<file path="config.mk">
export PLATFORM = sky130hd
export DESIGN_NAME = deadline_task_table_scheduler
export DESIGN_NICKNAME = d
export VERILOG_FILES = /design/src/dtts_pkg.sv /design/src/dtts_due_mem.sv /design/src/dtts_slot_map.sv /design/src/deadline_task_table_scheduler.sv
export SDC_FILE = /design/constraint.sdc
export NUM_CORES = 2
export LEC_CHECK = 0
export BUFFER_PORTS_ARGS = -buffer_cell sky130_fd_sc_hd__buf_2
export CAP_MARGIN = 20
export CORE_ASPECT_RATIO = 1.1
export CORE_MARGIN = 2
export CORE_UTILIZATION = 48
export DETAILED_ROUTE_END_ITERATION = 7
export GPL_TIMING_DRIVEN = 0
export PLACE_DENSITY_LB_ADDON = 0.05
export SETUP_SLACK_MARGIN = 0.1
export SLEW_MARGIN = 40
export SYNTH_ARGS = -nofsm -noshare
export SYNTH_HDL_FRONTEND = slang
export SYNTH_SLANG_ARGS = --single-unit
</file>
<file path="constraint.sdc">
create_clock -name i_clk -period 16.7 [get_ports i_clk]
set_input_delay 3.34 -clock i_clk [delete_from_list [all_inputs] [get_ports i_clk]]
set_output_delay 3.34 -clock i_clk [all_outputs]
set_load 0.1 [all_outputs]
</file>
<file path="src/dtts_pkg.sv">
package dtts_pkg;

    localparam int TICK_W = 64;
    localparam int ID_W   = 5;
    localparam int OP_W   = 3;
    localparam int KIND_W = 3;

    localparam logic [OP_W-1:0] OP_REGISTER   = 3'd0;
    localparam logic [OP_W-1:0] OP_UNREGISTER = 3'd1;
    localparam logic [OP_W-1:0] OP_PLAN_NOW   = 3'd2;
    localparam logic [OP_W-1:0] OP_PLAN_ABS   = 3'd3;
    localparam logic [OP_W-1:0] OP_PLAN_REL   = 3'd4;
    localparam logic [OP_W-1:0] OP_PLAN_FROM  = 3'd5;
    localparam logic [OP_W-1:0] OP_SPIN       = 3'd6;

    localparam logic [KIND_W-1:0] KIND_REGISTERED = 3'd0;
    localparam logic [KIND_W-1:0] KIND_ACK        = 3'd1;
    localparam logic [KIND_W-1:0] KIND_DUE        = 3'd2;
    localparam logic [KIND_W-1:0] KIND_DONE       = 3'd3;
    localparam logic [KIND_W-1:0] KIND_FULL       = 3'd4;

    localparam logic [TICK_W-1:0] TICK_ALL_ONES = '1;

    typedef struct packed {
        logic claim;
        logic drop;
    } t_slot_cmd;

endpackage

</file>
<file path="src/dtts_due_mem.sv">
module dtts_due_mem
    import dtts_pkg::*;
#(
    parameter int NUM_SLOTS = 32
) (
    input  logic                         i_clk,
    input  logic                         i_wr_en,
    input  logic [$clog2(NUM_SLOTS)-1:0] i_wr_addr,
    input  logic [TICK_W-1:0]            i_wr_data,
    input  logic                         i_rd_en,
    input  logic [$clog2(NUM_SLOTS)-1:0] i_rd_addr,
    output logic [TICK_W-1:0]            o_rd_data
);

    logic [TICK_W-1:0] r_mem [NUM_SLOTS];
    logic [TICK_W-1:0] r_rd_data;

    always_ff @(posedge i_clk) begin
        if (i_wr_en) begin
            r_mem[i_wr_addr] <= i_wr_data;
        end
        if (i_rd_en) begin
            r_rd_data <= r_mem[i_rd_addr];
        end
    end

    assign o_rd_data = r_rd_data;

endmodule

</file>
<file path="src/dtts_slot_map.sv">
module dtts_slot_map
    import dtts_pkg::*;
#(
    parameter int NUM_SLOTS = 32
) (
    input  logic                         i_clk,
    input  logic                         i_rst_n,
    input  t_slot_cmd                    i_cmd,
    input  logic [$clog2(NUM_SLOTS)-1:0] i_idx,
    output logic [NUM_SLOTS-1:0]         o_in_use,
    output logic [$clog2(NUM_SLOTS)-1:0] o_highest,
    output logic                         o_free_found,
    output logic [$clog2(NUM_SLOTS)-1:0] o_free_idx
);

    localparam int AW = $clog2(NUM_SLOTS);

    logic [NUM_SLOTS-1:0] r_in_use;
    logic [NUM_SLOTS-1:0] n_in_use;
    logic [AW-1:0]        r_highest;
    logic [AW-1:0]        n_highest;
    logic [AW-1:0]        below_idx;
    logic [AW-1:0]        free_idx;
    logic                 free_found;

    always_comb begin
        free_found = 1'b0;
        free_idx   = '0;
        for (int j = NUM_SLOTS - 1; j >= 0; j--) begin
            if (!r_in_use[j]) begin
                free_found = 1'b1;
                free_idx   = AW'(j);
            end
        end
    end

    always_comb begin
        below_idx = '0;
        for (int j = 0; j < NUM_SLOTS; j++) begin
            if ((AW'(j) < i_idx) && r_in_use[j]) begin
                below_idx = AW'(j);
            end
        end
    end

    always_comb begin
        n_in_use  = r_in_use;
        n_highest = r_highest;
        if (i_cmd.claim) begin
            n_in_use[i_idx] = 1'b1;
            if (r_highest < i_idx) begin
                n_highest = i_idx;
            end
        end else if (i_cmd.drop) begin
            n_in_use[i_idx] = 1'b0;
            if (r_highest == i_idx) begin
                n_highest = below_idx;
            end
        end
    end

    always_ff @(posedge i_clk) begin
        if (!i_rst_n) begin
            r_in_use  <= '0;
            r_highest <= '0;
        end else begin
            r_in_use  <= n_in_use;
            r_highest <= n_highest;
        end
    end

    assign o_in_use     = r_in_use;
    assign o_highest    = r_highest;
    assign o_free_found = free_found;
    assign o_free_idx   = free_idx;

endmodule

</file>
<file path="src/deadline_task_table_scheduler.sv">
// Deadline task table scheduler.
// The request channel (i_in_valid, o_in_stall) carries one operation at a
// time: register, unregister, four plan forms, or spin. A request is taken
// when i_in_valid is high and o_in_stall is low; o_in_stall stays high from
// the cycle after acceptance until the block has queued its last result.
// The result channel (o_out_valid, i_out_stall) delivers results from an
// output register; o_last marks the final result of each request.
// A non-spin request passes through the execute state, which loads its single
// result into the output register once that register is free; the block then
// returns to idle and can take the next request. A spin reads the due-tick
// memory one slot per cycle, while the receiver does not stall, from slot 0
// up to the highest slot in use, then loads its done result and returns to
// idle for the next request. Each due slot gives one result ahead of the done.
// While the receiver stalls, the output holds its payload and the scan
// pauses on the due slot waiting to be reported.
// Reset clears the in-use marks, highest slot, spin tick, current slot and
// all handshake state; no clearing pass runs, so the block accepts a
// request as soon as reset is released.
module deadline_task_table_scheduler
    import dtts_pkg::*;
#(
    parameter int NUM_SLOTS = 32
) (
    input  logic              i_clk,
    input  logic              i_rst_n,
    input  logic              i_in_valid,
    output logic              o_in_stall,
    input  logic [OP_W-1:0]   i_operation,
    input  logic [ID_W-1:0]   i_slot,
    input  logic              i_use_current,
    input  logic [TICK_W-1:0] i_tick_value,
    input  logic [TICK_W-1:0] i_now_tick,
    output logic              o_out_valid,
    input  logic              i_out_stall,
    output logic [KIND_W-1:0] o_kind,
    output logic [ID_W-1:0]   o_slot_id,
    output logic [ID_W-1:0]   o_current_slot,
    output logic [TICK_W-1:0] o_spin_tick_out,
    output logic              o_last
);

    localparam int AW = $clog2(NUM_SLOTS);
    localparam int CW = $clog2(NUM_SLOTS + 1);
    localparam int TW = (AW > ID_W) ? AW : ID_W;
    localparam logic [TW:0] SLOT_LIMIT = (TW + 1)'(NUM_SLOTS);

    localparam logic [1:0] S_IDLE = 2'd0;
    localparam logic [1:0] S_EXEC = 2'd1;
    localparam logic [1:0] S_SCAN = 2'd2;
    localparam logic [1:0] S_DONE = 2'd3;

    logic [1:0]        r_state;
    logic [1:0]        n_state;
    logic [OP_W-1:0]   r_op;
    logic [ID_W-1:0]   r_slot;
    logic              r_use_cur;
    logic [TICK_W-1:0] r_tv;
    logic [TICK_W-1:0] r_now;
    logic [TICK_W-1:0] r_spin_tick;
    logic [TICK_W-1:0] n_spin_tick;
    logic [AW-1:0]     r_current;
    logic [AW-1:0]     n_current;
    logic [CW-1:0]     r_rd_idx;
    logic [CW-1:0]     n_rd_idx;
    logic [AW-1:0]     r_cmp_idx;
    logic [AW-1:0]     n_cmp_idx;
    logic              r_cmp_v;
    logic              n_cmp_v;

    logic              r_out_valid;
    logic [KIND_W-1:0] r_out_kind;
    logic [ID_W-1:0]   r_out_slot;
    logic [ID_W-1:0]   r_out_cur;
    logic [TICK_W-1:0] r_out_tick;
    logic              r_out_last;

    t_slot_cmd            map_cmd;
    logic [AW-1:0]        map_idx;
    logic [NUM_SLOTS-1:0] in_use;
    logic [AW-1:0]        highest;
    logic                 free_found;
    logic [AW-1:0]        free_idx;

    logic              wr_en;
    logic [AW-1:0]     wr_addr;
    logic [TICK_W-1:0] wr_data;
    logic              rd_en;
    logic [TICK_W-1:0] rd_data;

    logic              accept;
    logic              out_free;
    logic [TW:0]       target;
    logic [TW:0]       slot_ext;
    logic              target_ok;
    logic              slot_ok;
    logic [TICK_W-1:0] plan_data;
    logic [TICK_W-1:0] add_base;
    logic              hit;
    logic              rd_ok;
    logic              emit;
    logic [KIND_W-1:0] e_kind;
    logic [AW-1:0]     e_slot;
    logic [AW-1:0]     e_cur;
    logic              e_last;
    logic [TW-1:0]     e_slot_ext;
    logic [TW-1:0]     e_cur_ext;

    dtts_slot_map #(
        .NUM_SLOTS(NUM_SLOTS)
    ) u_slot_map (
        .i_clk       (i_clk),
        .i_rst_n     (i_rst_n),
        .i_cmd       (map_cmd),
        .i_idx       (map_idx),
        .o_in_use    (in_use),
        .o_highest   (highest),
        .o_free_found(free_found),
        .o_free_idx  (free_idx)
    );

    dtts_due_mem #(
        .NUM_SLOTS(NUM_SLOTS)
    ) u_due_mem (
        .i_clk    (i_clk),
        .i_wr_en  (wr_en),
        .i_wr_addr(wr_addr),
        .i_wr_data(wr_data),
        .i_rd_en  (rd_en),
        .i_rd_addr(r_rd_idx[AW-1:0]),
        .o_rd_data(rd_data)
    );

    assign accept    = i_in_valid && (r_state == S_IDLE);
    assign out_free  = !r_out_valid || !i_out_stall;
    assign target    = r_use_cur ? (TW + 1)'(r_current) : (TW + 1)'(r_slot);
    assign slot_ext  = (TW + 1)'(r_slot);
    assign target_ok = target < SLOT_LIMIT;
    assign slot_ok   = slot_ext < SLOT_LIMIT;
    assign hit       = r_cmp_v && in_use[r_cmp_idx] && (r_spin_tick >= rd_data);
    assign rd_ok     = r_rd_idx <= CW'(highest);
    assign add_base  = (r_op == OP_PLAN_REL) ? r_spin_tick : r_now;

    always_comb begin
        case (r_op)
            OP_PLAN_NOW: plan_data = '0;
            OP_PLAN_ABS: plan_data = r_tv;
            default:     plan_data = add_base + r_tv;
        endcase
    end

    always_comb begin
        n_state     = r_state;
        n_spin_tick = r_spin_tick;
        n_current   = r_current;
        n_rd_idx    = r_rd_idx;
        n_cmp_idx   = r_cmp_idx;
        n_cmp_v     = r_cmp_v;
        map_cmd     = '0;
        map_idx     = free_idx;
        wr_en       = 1'b0;
        wr_addr     = r_cmp_idx;
        wr_data     = TICK_ALL_ONES;
        rd_en       = 1'b0;
        emit        = 1'b0;
        e_kind      = KIND_ACK;
        e_slot      = '0;
        e_cur       = r_current;
        e_last      = 1'b1;

        unique case (r_state)
            S_IDLE: begin
                if (accept) begin
                    if (i_operation == OP_SPIN) begin
                        n_spin_tick = i_now_tick;
                        n_rd_idx    = '0;
                        n_cmp_v     = 1'b0;
                        n_state     = S_SCAN;
                    end else begin
                        n_state = S_EXEC;
                    end
                end
            end
            S_EXEC: begin
                if (out_free) begin
                    emit    = 1'b1;
                    n_state = S_IDLE;
                    case (r_op) inside
                        OP_REGISTER: begin
                            if (free_found) begin
                                map_cmd.claim = 1'b1;
                                wr_en         = 1'b1;
                                wr_addr       = free_idx;
                                wr_data       = r_tv;
                                e_kind        = KIND_REGISTERED;
                                e_slot        = free_idx;
                            end else begin
                                e_kind = KIND_FULL;
                            end
                        end
                        OP_UNREGISTER: begin
                            map_idx      = slot_ext[AW-1:0];
                            map_cmd.drop = slot_ok;
                        end
                        OP_PLAN_NOW, OP_PLAN_ABS, OP_PLAN_REL, OP_PLAN_FROM: begin
                            wr_en   = target_ok;
                            wr_addr = target[AW-1:0];
                            wr_data = plan_data;
                        end
                        default: begin
                            e_kind = KIND_ACK;
                        end
                    endcase
                end
            end
            S_SCAN: begin
                if (!(hit && !out_free)) begin
                    if (hit) begin
                        wr_en     = 1'b1;
                        n_current = r_cmp_idx;
                        emit      = 1'b1;
                        e_kind    = KIND_DUE;
                        e_slot    = r_cmp_idx;
                        e_cur     = r_cmp_idx;
                        e_last    = 1'b0;
                    end
                    if (rd_ok) begin
                        rd_en     = 1'b1;
                        n_cmp_idx = r_rd_idx[AW-1:0];
                        n_cmp_v   = 1'b1;
                        n_rd_idx  = r_rd_idx + 1'b1;
                    end else begin
                        n_cmp_v = 1'b0;
                        if (!r_cmp_v) begin
                            n_state = S_DONE;
                        end
                    end
                end
            end
            S_DONE: begin
                if (out_free) begin
                    emit    = 1'b1;
                    e_kind  = KIND_DONE;
                    n_state = S_IDLE;
                end
            end
            default: begin
                n_state = S_IDLE;
            end
        endcase
    end

    assign e_slot_ext = TW'(e_slot);
    assign e_cur_ext  = TW'(e_cur);

    always_ff @(posedge i_clk) begin
        if (!i_rst_n) begin
            r_state     <= S_IDLE;
            r_spin_tick <= '0;
            r_current   <= '0;
            r_rd_idx    <= '0;
            r_cmp_v     <= 1'b0;
            r_out_valid <= 1'b0;
        end else begin
            r_state     <= n_state;
            r_spin_tick <= n_spin_tick;
            r_current   <= n_current;
            r_rd_idx    <= n_rd_idx;
            r_cmp_v     <= n_cmp_v;
            if (emit) begin
                r_out_valid <= 1'b1;
            end else if (!i_out_stall) begin
                r_out_valid <= 1'b0;
            end
        end
    end

    always_ff @(posedge i_clk) begin
        r_cmp_idx <= n_cmp_idx;
        if (accept) begin
            r_op      <= i_operation;
            r_slot    <= i_slot;
            r_use_cur <= i_use_current;
            r_tv      <= i_tick_value;
            r_now     <= i_now_tick;
        end
        if (emit) begin
            r_out_kind <= e_kind;
            r_out_slot <= e_slot_ext[ID_W-1:0];
            r_out_cur  <= e_cur_ext[ID_W-1:0];
            r_out_tick <= r_spin_tick;
            r_out_last <= e_last;
        end
    end

    assign o_in_stall      = (r_state != S_IDLE);
    assign o_out_valid     = r_out_valid;
    assign o_kind          = r_out_kind;
    assign o_slot_id       = r_out_slot;
    assign o_current_slot  = r_out_cur;
    assign o_spin_tick_out = r_out_tick;
    assign o_last          = r_out_last;

endmodule

</file>
==> results.py <==
metrics = {
    "yosys": {
        "synth_fp_nets": 5460,
        "yosys_warnings": 0,
        "synth.distinct_cells": 99,
        "yosysSeqAreaShare": 0.725,
        "synth-edff-count": 2332,
        "async_flop_share": 0,
        "synthFlopType": "edfxtp_1",
        "syn_avg_cell_area_um2": 19.3,
        "synth_area_um2": 99800,
        "netlist_instances": 5174,
        "ys_ff_latch": 2448,
    },
    "critical_path": {
        "rrSetupSlack_ps": 9950,
        "worstPathArrival_ps": 7850,
        "worstPathCellList": "buf_2 > a21boi_1 > nand2_1 > o2111ai_1 > o21bai_1 > clkbuf_1 > clkbuf_1 > ha_1 > nor2b_1 > o21a_1 > o21a_1 > o21ai_0 > a21oi_1 > nor2_1 > o21ai_0 > a211oi_1 > o22ai_1 > a21oi_1",
        "max_stage_delay_ps": 600,
        "critPathLaunchType": "input port",
        "cp_slowest_cell": "clkbuf_1",
        "cp-end-kind": "flop",
        "crit_required_ps": 17560,
        "cp_max_fo": 10,
        "crit_type": "in -> reg",
    },
    "placement": {
        "io_buffer_count": 220,
        "post-dp-hpwl_um": 239000,
        "place_inst": 8453,
        "gp_congestion": 0.912,
        "place_area_um2": 112000,
    },
    "floorplanning": {
        "dieHeight_um": 482,
        "die_area_um2": 212000,
        "ios": 221,
        "core_um2": 207000,
        "num_rows": 175,
        "initial_utilization": 0.483,
        "die_x_um": 439,
    },
    "final_layout": {
        "fillers": 15400,
        "fin_area_um2": 120000,
        "area_growth_pct": 20.1,
        "final_nets": 6274,
        "drive_gt1_frac": 0.325,
        "final_cells": 8915,
    },
    "job": {
        "drv_cap": 0,
    },
    "cts": {
        "insertion_delay_ps": 950,
        "clockBufferDepth": 4,
        "cts_tree": "yes",
        "cts_resized": 0,
        "postCtsSetupBuffers": 0,
        "postCtsHoldBufs": 0,
        "path_clk_slew_ps": 60,
        "cts.htree.levels": 5,
        "cts_sinks": 2448,
        "cts-root-buf": "clkbuf_16",
        "cts_buffers": 274,
    },
    "routing": {
        "vias": 56500,
        "postRouteAntennaNets": 0,
        "avgRoutedWirePerCell_um": 36.6,
        "via_per_inst": 6.34,
        "firstDrtPassIters": 8,
        "drc": 26,
        "first_iter_violations": 7383,
        "wl_um": 326000,
    },
    "power_and_ir_drop": {
        "vdd_drop_max_v": 0.0000964,
        "leakagePower_nw": 39.4,
        "power.density_nw_per_um2": 112,
    },
    "global_routing": {
        "grt_use_met2": 0.501,
        "met1_usage": 0.415,
        "grt.total_usage": 0.309,
        "grt.overflow.total": 0,
        "grt_max_degree": 35,
        "antenna_found_initial": 14,
        "top_usage_layer": "met2",
        "use_met3": 0.0527,
        "grt_pass1_wl_um": 446000,
        "grt_pass1_vias": 55500,
    },
    "timing": {
        "rsz0062_at_grt": "false",
        "finClkSkew_ps": 51.1,
        "hold_viol": 0,
        "fmax_ghz": 0.143,
        "slew_viol_final": 0,
        "min_period_ps": 6990,
        "slew_headroom": 0.355,
        "tightest_slew_ps": 967,
        "fin_crit_sh": 0.418,
        "tns_ps": 0,
        "setup_viol": 0,
    },
    "status": {
        "status": "complete, but fails checks",
        "failed_checks": "design-rule violations",
    },
    "worst_hold_path": {
        "hold_path.class": "reg -> reg",
    },
}
[synth_stat cells, drive strengths merged, types with 10 or more instances]
cell type  instances  area (µm²)
a21o              49         369
o21a              42         315
o22ai             10        62.6
mux4             650       14600
xnor2             20         175
ha               144        1800
buf               61         258
o21bai            11        82.6
nand2            296        1110
mux2             137        1540
or3               15        98.8
o211ai            17         128
o31ai             20         155
and2              21         134
or2               13        81.3
a22oi             10        75.1
nand3             47         240
mux2i             13         130
nand4             26         163
clkbuf           186         701
a211oi            22         170
inv              109         409
nor2b             20         125
xor2              26         228
a21oi            237        1190
and4              11        96.3
o21ai            133         666
nand2b            14        87.6
and3              18         113
nor2             162         618
dfxtp            116        2320
edfxtp          2332       70000
a2bb2oi           10        87.6
a221oi            12         105
nor3              35         185
[metal layers]
| layer | routed length (µm) | share of wire |
|---|---|---|
| met5 | 7 | 0.000021 |
| met4 | 16000 | 0.049 |
| met3 | 25300 | 0.078 |
| met2 | 158000 | 0.48 |
| met1 | 127000 | 0.39 |
[through the flow]
| stage | hold slack, ps | total power [W] | util | setup slack [ps] |
|---|---|---|---|---|
| 2_1_floorplan | 431 | 0.00748 | - | 7460 |
| 3_3_place_gp | 447 | 0.00778 | 0.505 | -417 |
| 3_5_place_dp | 447 | 0.00785 | 0.540 | 8770 |
| 4_1_cts | 456 | 0.0135 | 0.580 | 9750 |
| 5_1_grt | 467 | 0.0138 | 0.580 | 9490 |
| 6_report | 459 | 0.0134 | 0.580 | 9710 |
[flip-flops by register name, indices dropped and copies added (netlist names), named ones only]
name	cells
o_slot_id	5
r_current	5
o_spin_tick_out	64
r_state	2
r_spin_tick	64
r_now	64
r_use_cur	1
o_out_valid	1
o_last	1
r_slot	5
r_tv	64
r_cmp_idx	5
u_due_mem.r_mem	2048
o_current_slot	5
o_kind	3
r_op	3
u_slot_map.o_highest	5
r_cmp_v	1
r_rd_idx	6
u_due_mem.o_rd_data	64
[power breakdown]
group          internal, W  switching [W]
combinational     0.000251       0.000580
sequential         0.00686      0.0000513
clock              0.00328        0.00239
[layout by cell type, fill, tap and decap left out, types with 57 or more instances in the layout]
cell       instances
mux4_2           649
buf_8            113
buf_2            288
nand2_1          282
clkinv_1          57
clkbuf_2         126
o21ai_0          124
ha_1             144
dfxtp_1          116
clkbuf_16        278
buf_16           154
a21oi_1          230
clkbuf_1         109
mux2_2           137
edfxtp_1        2332
nor2_1           113
inv_1            107
[final cells by class]
cell class / count / area [µm²] / share of cell area
clock inverter: 115 / 898 / 0.00749
buffer: 247 / 1180 / 0.00982
tap: 2743 / 3430 / 0.0286
sequential: 2448 / 72300 / 0.603
inverter: 110 / 413 / 0.00344
timing repair buffer: 538 / 7440 / 0.0621
antenna: 5 / 12.5 / 0.000104
clock buffer: 340 / 7290 / 0.0608
multi-input combinational: 2369 / 26900 / 0.224
[logic make-up (layout without fill, tap and decap cells)]
logic type | Yosys count | in the layout | share of synthesized area
multiplexers | 800 | 800 | 0.163
other | 0 | 5 | 0
adder cells (fa/ha/maj) | 146 | 146 | 0.0183
XOR/XNOR | 46 | 46 | 0.00404
flip-flops | 2448 | 2448 | 0.725
buffers and inverters | 357 | 1350 | 0.0137
AO/OA/AOI/OAI | 670 | 670 | 0.0427
AND/OR/NAND/NOR | 707 | 707 | 0.0330
[critical path, delay by kind of cell]
kind	cells	cell delay (ps)
fa+ha+maj	1	270
buf+inv	3	1250
simple gates	3	690
compound gates	11	2290
[worst paths after layout]
path,startpoint,to,cells after the start
worst min register to register,r_rd_idx[5],r_rd_idx[5],2
worst min-delay path,r_rd_idx[5],r_rd_idx[5],2
worst max register to register,r_op[2],u_due_mem.r_mem[28][45],16
worst max-delay path,i_out_stall,u_slot_map.o_highest[1],18
Note: power is estimated with default switching activity, not from simulation.
